--- config.mk ---
export PLATFORM = sky130hd
export DESIGN_NAME = descending_score_sorter
export DESIGN_NICKNAME = d
export VERILOG_FILES = /design/src/hdl/dss_pkg.sv /design/src/hdl/dss_ctrl.sv /design/src/hdl/dss_datapath.sv /design/src/hdl/descending_score_sorter.sv
export SDC_FILE = /design/constraint.sdc
export NUM_CORES = 1
export LEC_CHECK = 0
export ABC_AREA = 1
export BUFFER_PORTS_ARGS = -buffer_cell sky130_fd_sc_hd__buf_4
export CAP_MARGIN = 20
export CORE_ASPECT_RATIO = 2
export CORE_MARGIN = 4
export CORE_UTILIZATION = 35
export DETAILED_ROUTE_END_ITERATION = 16
export GPL_TIMING_DRIVEN = 0
export PLACE_DENSITY_LB_ADDON = 0.1
export SYNTH_ARGS = -nofsm -noshare
export SYNTH_HDL_FRONTEND = slang
export SYNTH_SLANG_ARGS = --single-unit
--- constraint.sdc ---
create_clock -name clk -period 3.7 [get_ports clk]
set_clock_uncertainty 0.1 [all_clocks]
set_input_delay 0.185 -clock clk [delete_from_list [all_inputs] [get_ports clk]]
set_output_delay 0.185 -clock clk [all_outputs]
set_load 0.02 [all_outputs]
--- src/hdl/dss_pkg.sv ---
`default_nettype none
package dss_pkg;

	localparam int SCORE_W = 16;
	localparam int TAG_W   = 16;
	localparam int RANK_W  = 6;
	localparam int REC_W   = SCORE_W + TAG_W;

	typedef enum logic [2:0] {
		ST_IDLE,
		ST_SCAN,
		ST_PUT,
		ST_EMIT_RD,
		ST_EMIT_OUT
	} state_t;

	typedef enum logic [1:0] {
		RD_TOP,
		RD_NEXT,
		RD_EMIT
	} rd_sel_t;

	typedef struct packed {
		logic    capture;
		logic    set_dropped;
		logic    k_load;
		logic    k_dec;
		logic    rd_en;
		rd_sel_t rd_sel;
		logic    wr_new;
		logic    wr_shift;
		logic    inc_count;
		logic    e_inc;
		logic    end_set;
	} cmd_t;

	typedef struct packed {
		logic full;
		logic empty;
		logic k_is_one;
		logic rd_ge;
		logic last_in;
		logic e_last;
	} status_t;

endpackage
`default_nettype wire

--- src/hdl/dss_ctrl.sv ---
`default_nettype none
module dss_ctrl (
	input  wire logic             clk,
	input  wire logic             arst_n,
	input  wire logic             in_valid,
	output logic                  in_stall,
	output logic                  out_valid,
	input  wire logic             out_stall,
	input  wire logic             last_entry,
	input  wire dss_pkg::status_t sts,
	output dss_pkg::cmd_t         cmd
);

	dss_pkg::state_t state_q, state_d;

	always_ff @(posedge clk or negedge arst_n) begin
		if (!arst_n) begin
			state_q <= dss_pkg::ST_IDLE;
		end else begin
			state_q <= state_d;
		end
	end

	always_comb begin
		state_d   = state_q;
		cmd       = '0;
		cmd.rd_sel = dss_pkg::RD_TOP;
		in_stall  = 1'b1;
		out_valid = 1'b0;
		case (state_q)
			dss_pkg::ST_IDLE: begin
				in_stall = 1'b0;
				if (in_valid) begin
					cmd.capture = 1'b1;
					if (sts.full) begin
						cmd.set_dropped = 1'b1;
						state_d = last_entry ? dss_pkg::ST_EMIT_RD : dss_pkg::ST_IDLE;
					end else if (sts.empty) begin
						cmd.k_load = 1'b1;
						state_d = dss_pkg::ST_PUT;
					end else begin
						cmd.k_load = 1'b1;
						cmd.rd_en  = 1'b1;
						cmd.rd_sel = dss_pkg::RD_TOP;
						state_d = dss_pkg::ST_SCAN;
					end
				end
			end
			dss_pkg::ST_SCAN: begin
				if (sts.rd_ge) begin
					cmd.wr_new    = 1'b1;
					cmd.inc_count = 1'b1;
					state_d = sts.last_in ? dss_pkg::ST_EMIT_RD : dss_pkg::ST_IDLE;
				end else begin
					cmd.wr_shift = 1'b1;
					cmd.k_dec    = 1'b1;
					if (sts.k_is_one) begin
						state_d = dss_pkg::ST_PUT;
					end else begin
						cmd.rd_en  = 1'b1;
						cmd.rd_sel = dss_pkg::RD_NEXT;
					end
				end
			end
			dss_pkg::ST_PUT: begin
				cmd.wr_new    = 1'b1;
				cmd.inc_count = 1'b1;
				state_d = sts.last_in ? dss_pkg::ST_EMIT_RD : dss_pkg::ST_IDLE;
			end
			dss_pkg::ST_EMIT_RD: begin
				cmd.rd_en  = 1'b1;
				cmd.rd_sel = dss_pkg::RD_EMIT;
				state_d = dss_pkg::ST_EMIT_OUT;
			end
			dss_pkg::ST_EMIT_OUT: begin
				out_valid = 1'b1;
				if (!out_stall) begin
					if (sts.e_last) begin
						cmd.end_set = 1'b1;
						state_d = dss_pkg::ST_IDLE;
					end else begin
						cmd.e_inc = 1'b1;
						state_d = dss_pkg::ST_EMIT_RD;
					end
				end
			end
			default: begin
				state_d = dss_pkg::ST_IDLE;
			end
		endcase
	end

endmodule
`default_nettype wire

--- src/hdl/dss_datapath.sv ---
`default_nettype none
module dss_datapath #(
	parameter int MAX_ENTRIES = 32
) (
	input  wire logic                        clk,
	input  wire logic                        arst_n,
	input  wire dss_pkg::cmd_t               cmd,
	output dss_pkg::status_t                 sts,
	input  wire logic [dss_pkg::SCORE_W-1:0] entry_score,
	input  wire logic [dss_pkg::TAG_W-1:0]   entry_tag,
	input  wire logic                        last_entry,
	output logic [dss_pkg::SCORE_W-1:0]      sorted_score,
	output logic [dss_pkg::TAG_W-1:0]        sorted_tag,
	output logic [dss_pkg::RANK_W-1:0]       rank,
	output logic                             overflow,
	output logic                             last_result
);

	localparam int AW = (MAX_ENTRIES > 1) ? $clog2(MAX_ENTRIES) : 1;
	localparam int CW = $clog2(MAX_ENTRIES + 1);

	logic [dss_pkg::REC_W-1:0]   store_q [MAX_ENTRIES];
	logic [dss_pkg::REC_W-1:0]   rd_q;
	logic [dss_pkg::SCORE_W-1:0] new_score_q;
	logic [dss_pkg::TAG_W-1:0]   new_tag_q;
	logic                        last_q;
	logic [CW-1:0]               count_q;
	logic                        dropped_q;
	logic [AW-1:0]               k_q;
	logic [AW-1:0]               e_q;
	logic [AW-1:0]               rd_addr;
	logic [dss_pkg::REC_W-1:0]   wr_data;

	always_comb begin
		case (cmd.rd_sel)
			dss_pkg::RD_TOP:  rd_addr = AW'(count_q - CW'(1));
			dss_pkg::RD_NEXT: rd_addr = k_q - AW'(2);
			dss_pkg::RD_EMIT: rd_addr = e_q;
			default:          rd_addr = e_q;
		endcase
	end

	assign wr_data = cmd.wr_new ? {new_score_q, new_tag_q} : rd_q;

	always_ff @(posedge clk) begin
		if (cmd.wr_new || cmd.wr_shift) begin
			store_q[k_q] <= wr_data;
		end
		if (cmd.rd_en) begin
			rd_q <= store_q[rd_addr];
		end
	end

	always_ff @(posedge clk) begin
		if (cmd.capture) begin
			new_score_q <= entry_score;
			new_tag_q   <= entry_tag;
			last_q      <= last_entry;
		end
	end

	always_ff @(posedge clk or negedge arst_n) begin
		if (!arst_n) begin
			count_q   <= '0;
			dropped_q <= 1'b0;
			k_q       <= '0;
			e_q       <= '0;
		end else begin
			if (cmd.end_set) begin
				count_q   <= '0;
				dropped_q <= 1'b0;
				e_q       <= '0;
			end else begin
				if (cmd.inc_count) begin
					count_q <= count_q + CW'(1);
				end
				if (cmd.set_dropped) begin
					dropped_q <= 1'b1;
				end
				if (cmd.e_inc) begin
					e_q <= e_q + AW'(1);
				end
			end
			if (cmd.k_load) begin
				k_q <= AW'(count_q);
			end else if (cmd.k_dec) begin
				k_q <= k_q - AW'(1);
			end
		end
	end

	assign sts.full     = (count_q == CW'(MAX_ENTRIES));
	assign sts.empty    = (count_q == '0);
	assign sts.k_is_one = (k_q == AW'(1));
	assign sts.rd_ge    = (rd_q[dss_pkg::REC_W-1 -: dss_pkg::SCORE_W] >= new_score_q);
	assign sts.last_in  = last_q;
	assign sts.e_last   = ((CW'(e_q) + CW'(1)) == count_q);

	assign sorted_score = rd_q[dss_pkg::REC_W-1 -: dss_pkg::SCORE_W];
	assign sorted_tag   = rd_q[dss_pkg::TAG_W-1:0];
	assign rank         = dss_pkg::RANK_W'(e_q);
	assign overflow     = dropped_q;
	assign last_result  = sts.e_last;

endmodule
`default_nettype wire

--- src/hdl/descending_score_sorter.sv ---
// Collects score/tag records and, on the record marked last, emits all stored records
// in descending score order with their rank; equal scores come out in arrival order.
// Records past MAX_ENTRIES are dropped and overflow is set on every result of that set.
// A record is inserted by walking the stored entries from the lowest score upward,
// shifting each lower-scored entry up one address until its place is found; the walk
// reads one entry and writes one entry of the record memory each cycle. A dropped
// record is accepted without a walk. Each result is one memory read followed by one
// transfer, and input is stalled while a record is being inserted or a set emitted.
`default_nettype none
module descending_score_sorter #(
	parameter int MAX_ENTRIES = 32
) (
	input  wire logic                        clk,
	input  wire logic                        arst_n,
	input  wire logic                        in_valid,
	output logic                             in_stall,
	input  wire logic [dss_pkg::SCORE_W-1:0] entry_score,
	input  wire logic [dss_pkg::TAG_W-1:0]   entry_tag,
	input  wire logic                        last_entry,
	output logic                             out_valid,
	input  wire logic                        out_stall,
	output logic [dss_pkg::SCORE_W-1:0]      sorted_score,
	output logic [dss_pkg::TAG_W-1:0]        sorted_tag,
	output logic [dss_pkg::RANK_W-1:0]       rank,
	output logic                             overflow,
	output logic                             last_result
);

	dss_pkg::cmd_t    cmd;
	dss_pkg::status_t sts;

	dss_ctrl u_ctrl (
		.clk       (clk),
		.arst_n    (arst_n),
		.in_valid  (in_valid),
		.in_stall  (in_stall),
		.out_valid (out_valid),
		.out_stall (out_stall),
		.last_entry(last_entry),
		.sts       (sts),
		.cmd       (cmd)
	);

	dss_datapath #(
		.MAX_ENTRIES(MAX_ENTRIES)
	) u_datapath (
		.clk         (clk),
		.arst_n      (arst_n),
		.cmd         (cmd),
		.sts         (sts),
		.entry_score (entry_score),
		.entry_tag   (entry_tag),
		.last_entry  (last_entry),
		.sorted_score(sorted_score),
		.sorted_tag  (sorted_tag),
		.rank        (rank),
		.overflow    (overflow),
		.last_result (last_result)
	);

`ifndef SYNTHESIS
	assert property (@(posedge clk) disable iff (!arst_n)
		(in_valid && !in_stall) |-> !out_valid)
		else $error("input transfer during result output");

	assert property (@(posedge clk) disable iff (!arst_n)
		(out_valid && !out_stall && last_result) |=> (!in_stall && !out_valid))
		else $error("block not idle after final result");

	assert property (@(posedge clk) disable iff (!arst_n)
		$onehot0({cmd.wr_new, cmd.wr_shift, cmd.rd_sel == dss_pkg::RD_EMIT && cmd.rd_en}))
		else $error("conflicting memory commands");

	assert property (@(posedge clk) disable iff (!arst_n)
		(out_valid && !out_stall && !last_result) |=> !out_valid)
		else $error("result shown without a fresh read");
`endif

endmodule
`default_nettype wire

After elaboration in Yosys (flattened, before gate mapping)
Memory sizes are Yosys's and may differ from the RTL's. A register that Yosys moved wholly into a read port is not among the register bits.
Cells that the tools add are included.
{"block": "word_totals", "regBits": 53, "output_inout_bits": 42, "memories": 1, "elab_cells": 79, "ramBits": 1024, "in_bits": 37}
{"name": "u_datapath.store_q", "words": 32, "width": 32, "rd": 1, "rd_ports_with_merged_regs": 1, "write_ports": 1, "line_no": "dss_datapath.sv:22", "source": "logic [dss_pkg::REC_W-1:0] store_q [MAX_ENTRIES];"}
{"block": "op_classes", "addsub": 6, "order_cmp": 1, "mux": 43, "reduce_logical": 9, "n_eq_ne": 11}
{"operator": "$mux 3", "n": 11}
{"operator": "$mux 32", "n": 1}
{"operator": "$mux 5", "n": 4}
{"operator": "$ge 16x16->1", "n": 1}
{"operator": "$pmux 3 s5", "n": 1}
{"operator": "$mux 1", "n": 14}
{"operator": "$mux 2", "n": 6}
{"operator": "$mux 6", "n": 2}
{"operator": "$pmux 5 s2", "n": 1}
{"operator": "$sub 5x1->5 const B", "n": 2}
{"operator": "$pmux 3 s3", "n": 1}
{"operator": "$reduce_bool 2->1", "n": 4}
{"operator": "$add 5x1->6 const B", "n": 1}
{"operator": "$add 6x1->6 const B", "n": 1}
{"operator": "$eq 3x2->1 const B", "n": 2}
{"operator": "$eq 6x6->1", "n": 1}
{"operator": "$eq 6x6->1 const B", "n": 1}
{"operator": "$logic_not 6->1", "n": 1}
{"operator": "$add 5x1->5 const B", "n": 1}
{"operator": "$eq 5x1->1 const B", "n": 1}
{"operator": "$sub 5x2->5 const B", "n": 1}
{"operator": "$mux 4", "n": 1}
{"operator": "$ne 2x2->1 const B", "n": 2}
{"operator": "$eq 3x1->1 const B", "n": 1}
{"operator": "other kinds (8)", "n": 8}

Logic depth before layout (Yosys ltp)
{"block": "depth", "ltp_word": 7, "ltp_mapped": 24, "depth_no_buf": 22}

Modules after synthesis
From an unflattened synthesis, not the netlist that was laid out.
{"block": "unflattened", "hier_cells": 4951, "hier_area_um2": 50811.2}
{"module": "dss_datapath", "n_inst": 1, "seq_area_each_um2": 33126.8, "area_each_um2": 50433.4, "cells_per_inst": 4889}
{"module": "dss_ctrl", "n_inst": 1, "seq_area_each_um2": 75.1, "area_each_um2": 377.9, "cells_per_inst": 62}

Worst setup path after synthesis
OpenSTA, ideal clock, no wires.
{"block": "synth_timing", "kind": "register to register", "from": "reg u_datapath.rd_q[23] (netlist bit), read port of u_datapath.store_q", "to": "mem u_datapath.store_q[0][16] (netlist bit) (data pin)", "path_stages_with_launch": 15, "synth_period_minus_slack_ps": 3753, "setup_ps": 454, "path_buffers": 0, "t_required_ps": 3146, "t_arrival_ps": 3198, "path_slack_ps": -53, "path_cell_list": "edfxtp_1 > ha_1 > nand2_1 > inv_1 > nand2_1 > nand2_1 > nor2_1 > nand2_1 > nand2_2 > nand2_1 > inv_1 > nand2_1 > nand2_1 > clkinv_1 > o21ai_0"}
{"block": "synth_via", "elab_chain_cells": 4}
{"item": "start: declaration", "line_no": "dss_datapath.sv:23", "source": "logic [dss_pkg::REC_W-1:0] rd_q;"}
{"item": "$ge 16x16->1", "line_no": "dss_datapath.sv:95", "source": "assign sts.rd_ge = (rd_q[dss_pkg::REC_W-1 -: dss_pkg::SCORE_W] >= new_score_q);"}
{"item": "$mux 1", "line_no": "dss_ctrl.sv:50", "source": "if (sts.rd_ge) begin"}
{"item": "$pmux 1 s2", "line_no": "dss_ctrl.sv:30", "source": "case (state_q)"}
{"item": "$mux 32", "line_no": "dss_datapath.sv:43", "source": "assign wr_data = cmd.wr_new ? {new_score_q, new_tag_q} : rd_q;"}
{"item": "named net u_datapath.wr_data (one bit)", "line_no": "dss_datapath.sv:32", "source": "logic [dss_pkg::REC_W-1:0] wr_data;"}
{"item": "end: declaration", "line_no": "dss_datapath.sv:22"}
The timed path passes the listed nets, and every way through them passes these cells.

Worst setup path after layout
{"block": "layout_timing", "from": "reg u_datapath.rd_q[17] (netlist bit), read port of u_datapath.store_q", "to": "reg u_datapath.rd_q[22] (netlist bit), read port of u_datapath.store_q (data pin)"}
{"block": "layout_via", "elab_chain_cells": 5, "elab_cells_between_ends": 6, "cone_classes": "order compare (1); eq/ne (1); mux (3); reduce/logical (1)"}
{"item": "$ge 16x16->1 *", "line_no": "dss_datapath.sv:95"}
{"item": "$mux 4 *", "line_no": "dss_ctrl.sv:50"}
{"item": "$pmux 3 s3 *", "line_no": "dss_ctrl.sv:30"}
{"item": "$eq 2x1->1 or $logic_not 2->1 (tied branches)", "line_no": "dss_datapath.sv:35", "source": "case (cmd.rd_sel)"}
{"item": "$pmux 5 s2", "line_no": "dss_datapath.sv:35"}
Every way passes the cells marked *; elsewhere a longest branch is shown, timed or not.
A chain may end at the register's enable or synchronous reset.

==> reports/metrics.yaml <==
floorplanning:
  start_util_pct: 35.1
  core_area_um2: 140000
  dieHeight_um: 537
  fp.dieW_um: 273
  fp.dieArea_um2: 147000
  io_pins: 79
  core.rowCount: 194
cts:
  root_buffer: "clkbuf_16"
  clock_path_buffers: 3
  tritoncts: "built"
  numCtsBuffers: 101
  clkTransAtPathRegs_ps: 70
  insertion_delay_ps: 720
  h-tree-depth: 3
  cts.sinks: 1109
synth:
  synthArstFlopShare_pct: 1.80
  ys.warnings.count: 0
  ys_ff_latch: 1109
  synth-adder-area-share_pct: 0.663
  synth_top_area_cell: "edfxtp_1"
  postSynthCellCount: 4580
  synth_compound_gate_area_share_pct: 0.663
  synth_top_family_by_area: "simple AND/OR/NAND/NOR gates"
  ys_types: 38
  synth_fp_nets: 4643
  synth_xor_area_share_pct: 0.196
  ys_seq_area_share_pct: 67.7
  yosys.area_share.simple_pct: 23.1
  ys_top_cells_by_area: "edfxtp_1 (67%), nand3_1 (11%), nand2_1 (8.6%), inv_1 (4.8%), nand3b_1 (2.4%)"
  synth-main-ff-cell: "edfxtp_1"
  synth_edf_count: 1089
  synth_top_area_share_pct: 66.7
  synth.area.mux_share_pct: 0.0204
  syn_avg_cell_area_um2: 10.7
  synth_area_um2: 49000
drt:
  detail_route.first_pass.iterations: 8
  via_per_inst: 5.10
  wl_per_cell_um: 27.1
  drt_iter0_markers: 2474
  ant_nets: 0
  vias: 35000
  drt_wl_total_um: 186000
  drc: 0
worst_setup_path:
  critPathKind: "register to register"
  max_stage_delay_ps: 460
  reg2reg_slack_ps: -130
  path_cells: "ha_4 -> nand4_1 -> nor2_1 -> nor2_1 -> nand2_1 -> nand2_4 -> nand4_4 -> nand3_2 -> buf_6 -> nand3_4 -> buf_12 -> buf_16 -> buf_16 -> buf_12 -> buf_16 -> nand2_1 -> nand3_1 -> nand3_1 -> nand3_1 -> nand2_1 -> nand2_2 -> nand2_2"
  r2r-end: "u_datapath.rd_q[22]$_DFFE_PP_"
  startpoint_type: "register"
  crit_required_ps: 4040
  rr_startpoint: "u_datapath.rd_q[17]$_DFFE_PP_"
  crit_path_end_kind: "register"
  arrival_ps: 4170
  crit_fanout: 7
  cp_slowest_cell: "edfxtp_1"
  reg2reg_depth: 22
worst_hold_path:
  hp-class: "input port to register"
  whs_endpoint: "u_datapath.new_tag_q[1]$_DFFE_PP_"
  min-delay-start: "entry_tag[1]"
  min_path_cells: 2
sta:
  setup_ws_ps: -130
  slew_violations: 0
  rsz0062_at_grt: "yes"
  setup_viol: 22
  hold_viol: 0
  slew_headroom_pct: 41.3
  fin_crit_sh_pct: 104
  max_slew.worst_pin.slew_ps: 881
  timing.fmax_mhz: 261
  min_period_ps: 3830
placement:
  pre_cts_ws_ps: -1990
  dp_hpwl_um: 134000
  dp_cells: 6579
  io_buffers: 77
  place_congestion: 0.863
cells_and_area:
  nets: 4978
  area_delta_synth_final_pct: 23.3
  fin_cells: 6858
  post-route-util_pct: 43.3
  drive_above_1_share_pct: 17.6
global_routing:
  grt_max_degree: 33
  grt_first_pass_wirelength_um: 257000
  grt_overflow: 0
  grt_pass1_vias: 35400
  antenna_found_initial: 2
  grt.total_usage_pct: 24.9
status:
  violations: "setup timing"
  status: "finished with violations"
run:
  cap_violations: 0
## worst max-delay path: cells and delay by family, from the launching register on
family / cells / cell delay, ps
adder cells (fa/ha/maj): 1 / 310
flip-flops: 1 / 460
AND/OR/NAND/NOR: 15 / 1760
buffers and inverters: 6 / 850
## area by class of cell
type | instances | area [um^2]
antenna | 2 | 5.00
clock inverter | 65 | 587
clock buffer | 117 | 2630
timing repair buffer | 232 | 3110
multi-input combinational | 2562 | 13500
fill | 13200 | 79100
tap | 1862 | 2330
sequential | 1109 | 33200
buffer | 281 | 2690
inverter | 628 | 2380
## stage by stage
step	TNS (ps)	instance area, um^2	hold WS [ps]
after floorplan	-178	49000	-211
after global placement	-3992760	51900	0.661
after detailed placement	-653940	53700	-4.89
after CTS	-1610	59900	34.1
after global routing	-5980	60500	66.7
final	-1000	60500	86.0
## cell families after synthesis
family,Yosys count
flip-flops,1109
AND/OR/NAND/NOR,2464
adder cells (fa/ha/maj),26
XOR/XNOR,11
buffers and inverters,910
other,1
multiplexers,1
AO/OA/AOI/OAI,58
## sequential cells by signal, summed over array words and instances, names as in the netlist
name	count
u_datapath.overflow	1
u_datapath.store_q	1024
u_datapath.last_q	1
u_datapath.rd_q	32
u_ctrl.state_q	3
u_datapath.e_q	5
u_datapath.new_tag_q	16
u_datapath.new_score_q	16
u_datapath.count_q	6
u_datapath.k_q	5
## metal layers
layer  share of wire (%)  GRT usage, %  wire length, um  up-vias
met5                   0             0                0        -
met4                 7.6          16.2            14200        0
met3                 3.6          2.39             6700      418
met2                  55          48.7           103000      989
met1                  33          24.7            61800    17400
li1                    -             -                -    16200
## worst max-delay path by stage
stage | endpoint | slack, ps | cells after the start | from
finish | u_datapath.rd_q[22]$_DFFE_PP_ | -130 | 22 | u_datapath.rd_q[17]$_DFFE_PP_
global route | u_datapath.rd_q[16]$_DFFE_PP_ | -250 | 23 | u_datapath.rd_q[17]$_DFFE_PP_
CTS | u_datapath.rd_q[21]$_DFFE_PP_ | -130 | 21 | u_datapath.rd_q[17]$_DFFE_PP_
detailed placement | u_datapath.rd_q[20]$_DFFE_PP_ | -1990 | 19 | u_datapath.rd_q[16]$_DFFE_PP_
global placement | u_datapath.store_q[16][20]$_DFFE_PP_ | -5130 | 12 | u_datapath.rd_q[17]$_DFFE_PP_
floorplan | u_datapath.store_q[0][29]$_DFFE_PP_ | -3 | 12 | u_datapath.rd_q[27]$_DFFE_PP_
## timing repair
item | 4_1_cts | 5_1_grt
endpoints found under the hold margin | 77 | 0
pin swaps | 28 | 6
gates resized for setup | 540 | 145
hold buffers | 37 | 0
setup buffers | 45 | 2
gates cloned | 10 | 1
endpoints found under the setup margin | 1056 | 233
## cell usage after synthesis (2+ instances only)
cell / count
inv_2: 3
edfxtp_1: 1089
buf_1: 5
nor2_2: 2
nand4_1: 3
a211oi_1: 2
clkbuf_1: 35
a21oi_1: 13
xnor2_1: 3
buf_2: 231
buf_4: 11
nand2_1: 1123
ha_1: 26
o211ai_1: 3
nor2_4: 2
dfrtp_1: 20
nand2_2: 2
o22ai_1: 5
o21ai_0: 28
nor2_1: 49
nand3_1: 1108
inv_1: 624
nand3b_1: 160
xor2_1: 8
nor3_1: 11
a22oi_1: 2
## cells in the final DEF (no fill, tap or decap), drive strengths merged
| cell | count |
|---|---|
| a31oi | 1 |
| nand3b | 160 |
| xor2 | 8 |
| edfxtp | 1089 |
| diode | 2 |
| xnor2 | 3 |
| clkinvlp | 10 |
| nor2 | 53 |
| nand2 | 1125 |
| o21ai | 29 |
| inv | 632 |
| ha | 26 |
| o2111ai | 1 |
| a21oi | 14 |
| buf | 434 |
| a22oi | 2 |
| o211ai | 3 |
| mux2i | 1 |
| clkbuf | 159 |
| nand3 | 1109 |
| bufinv | 9 |
| o31ai | 1 |
| nand4 | 5 |
| nor3b | 1 |
| conb | 1 |
| clkinv | 42 |
| dlygate4sd3 | 37 |
| o22ai | 5 |
| nor3 | 12 |
| dfrtp | 20 |
| a211oi | 2 |
Power is left out: the tool's default activity adds up to more than one toggle a clock period on the data nets, which glitch-free logic cannot reach.
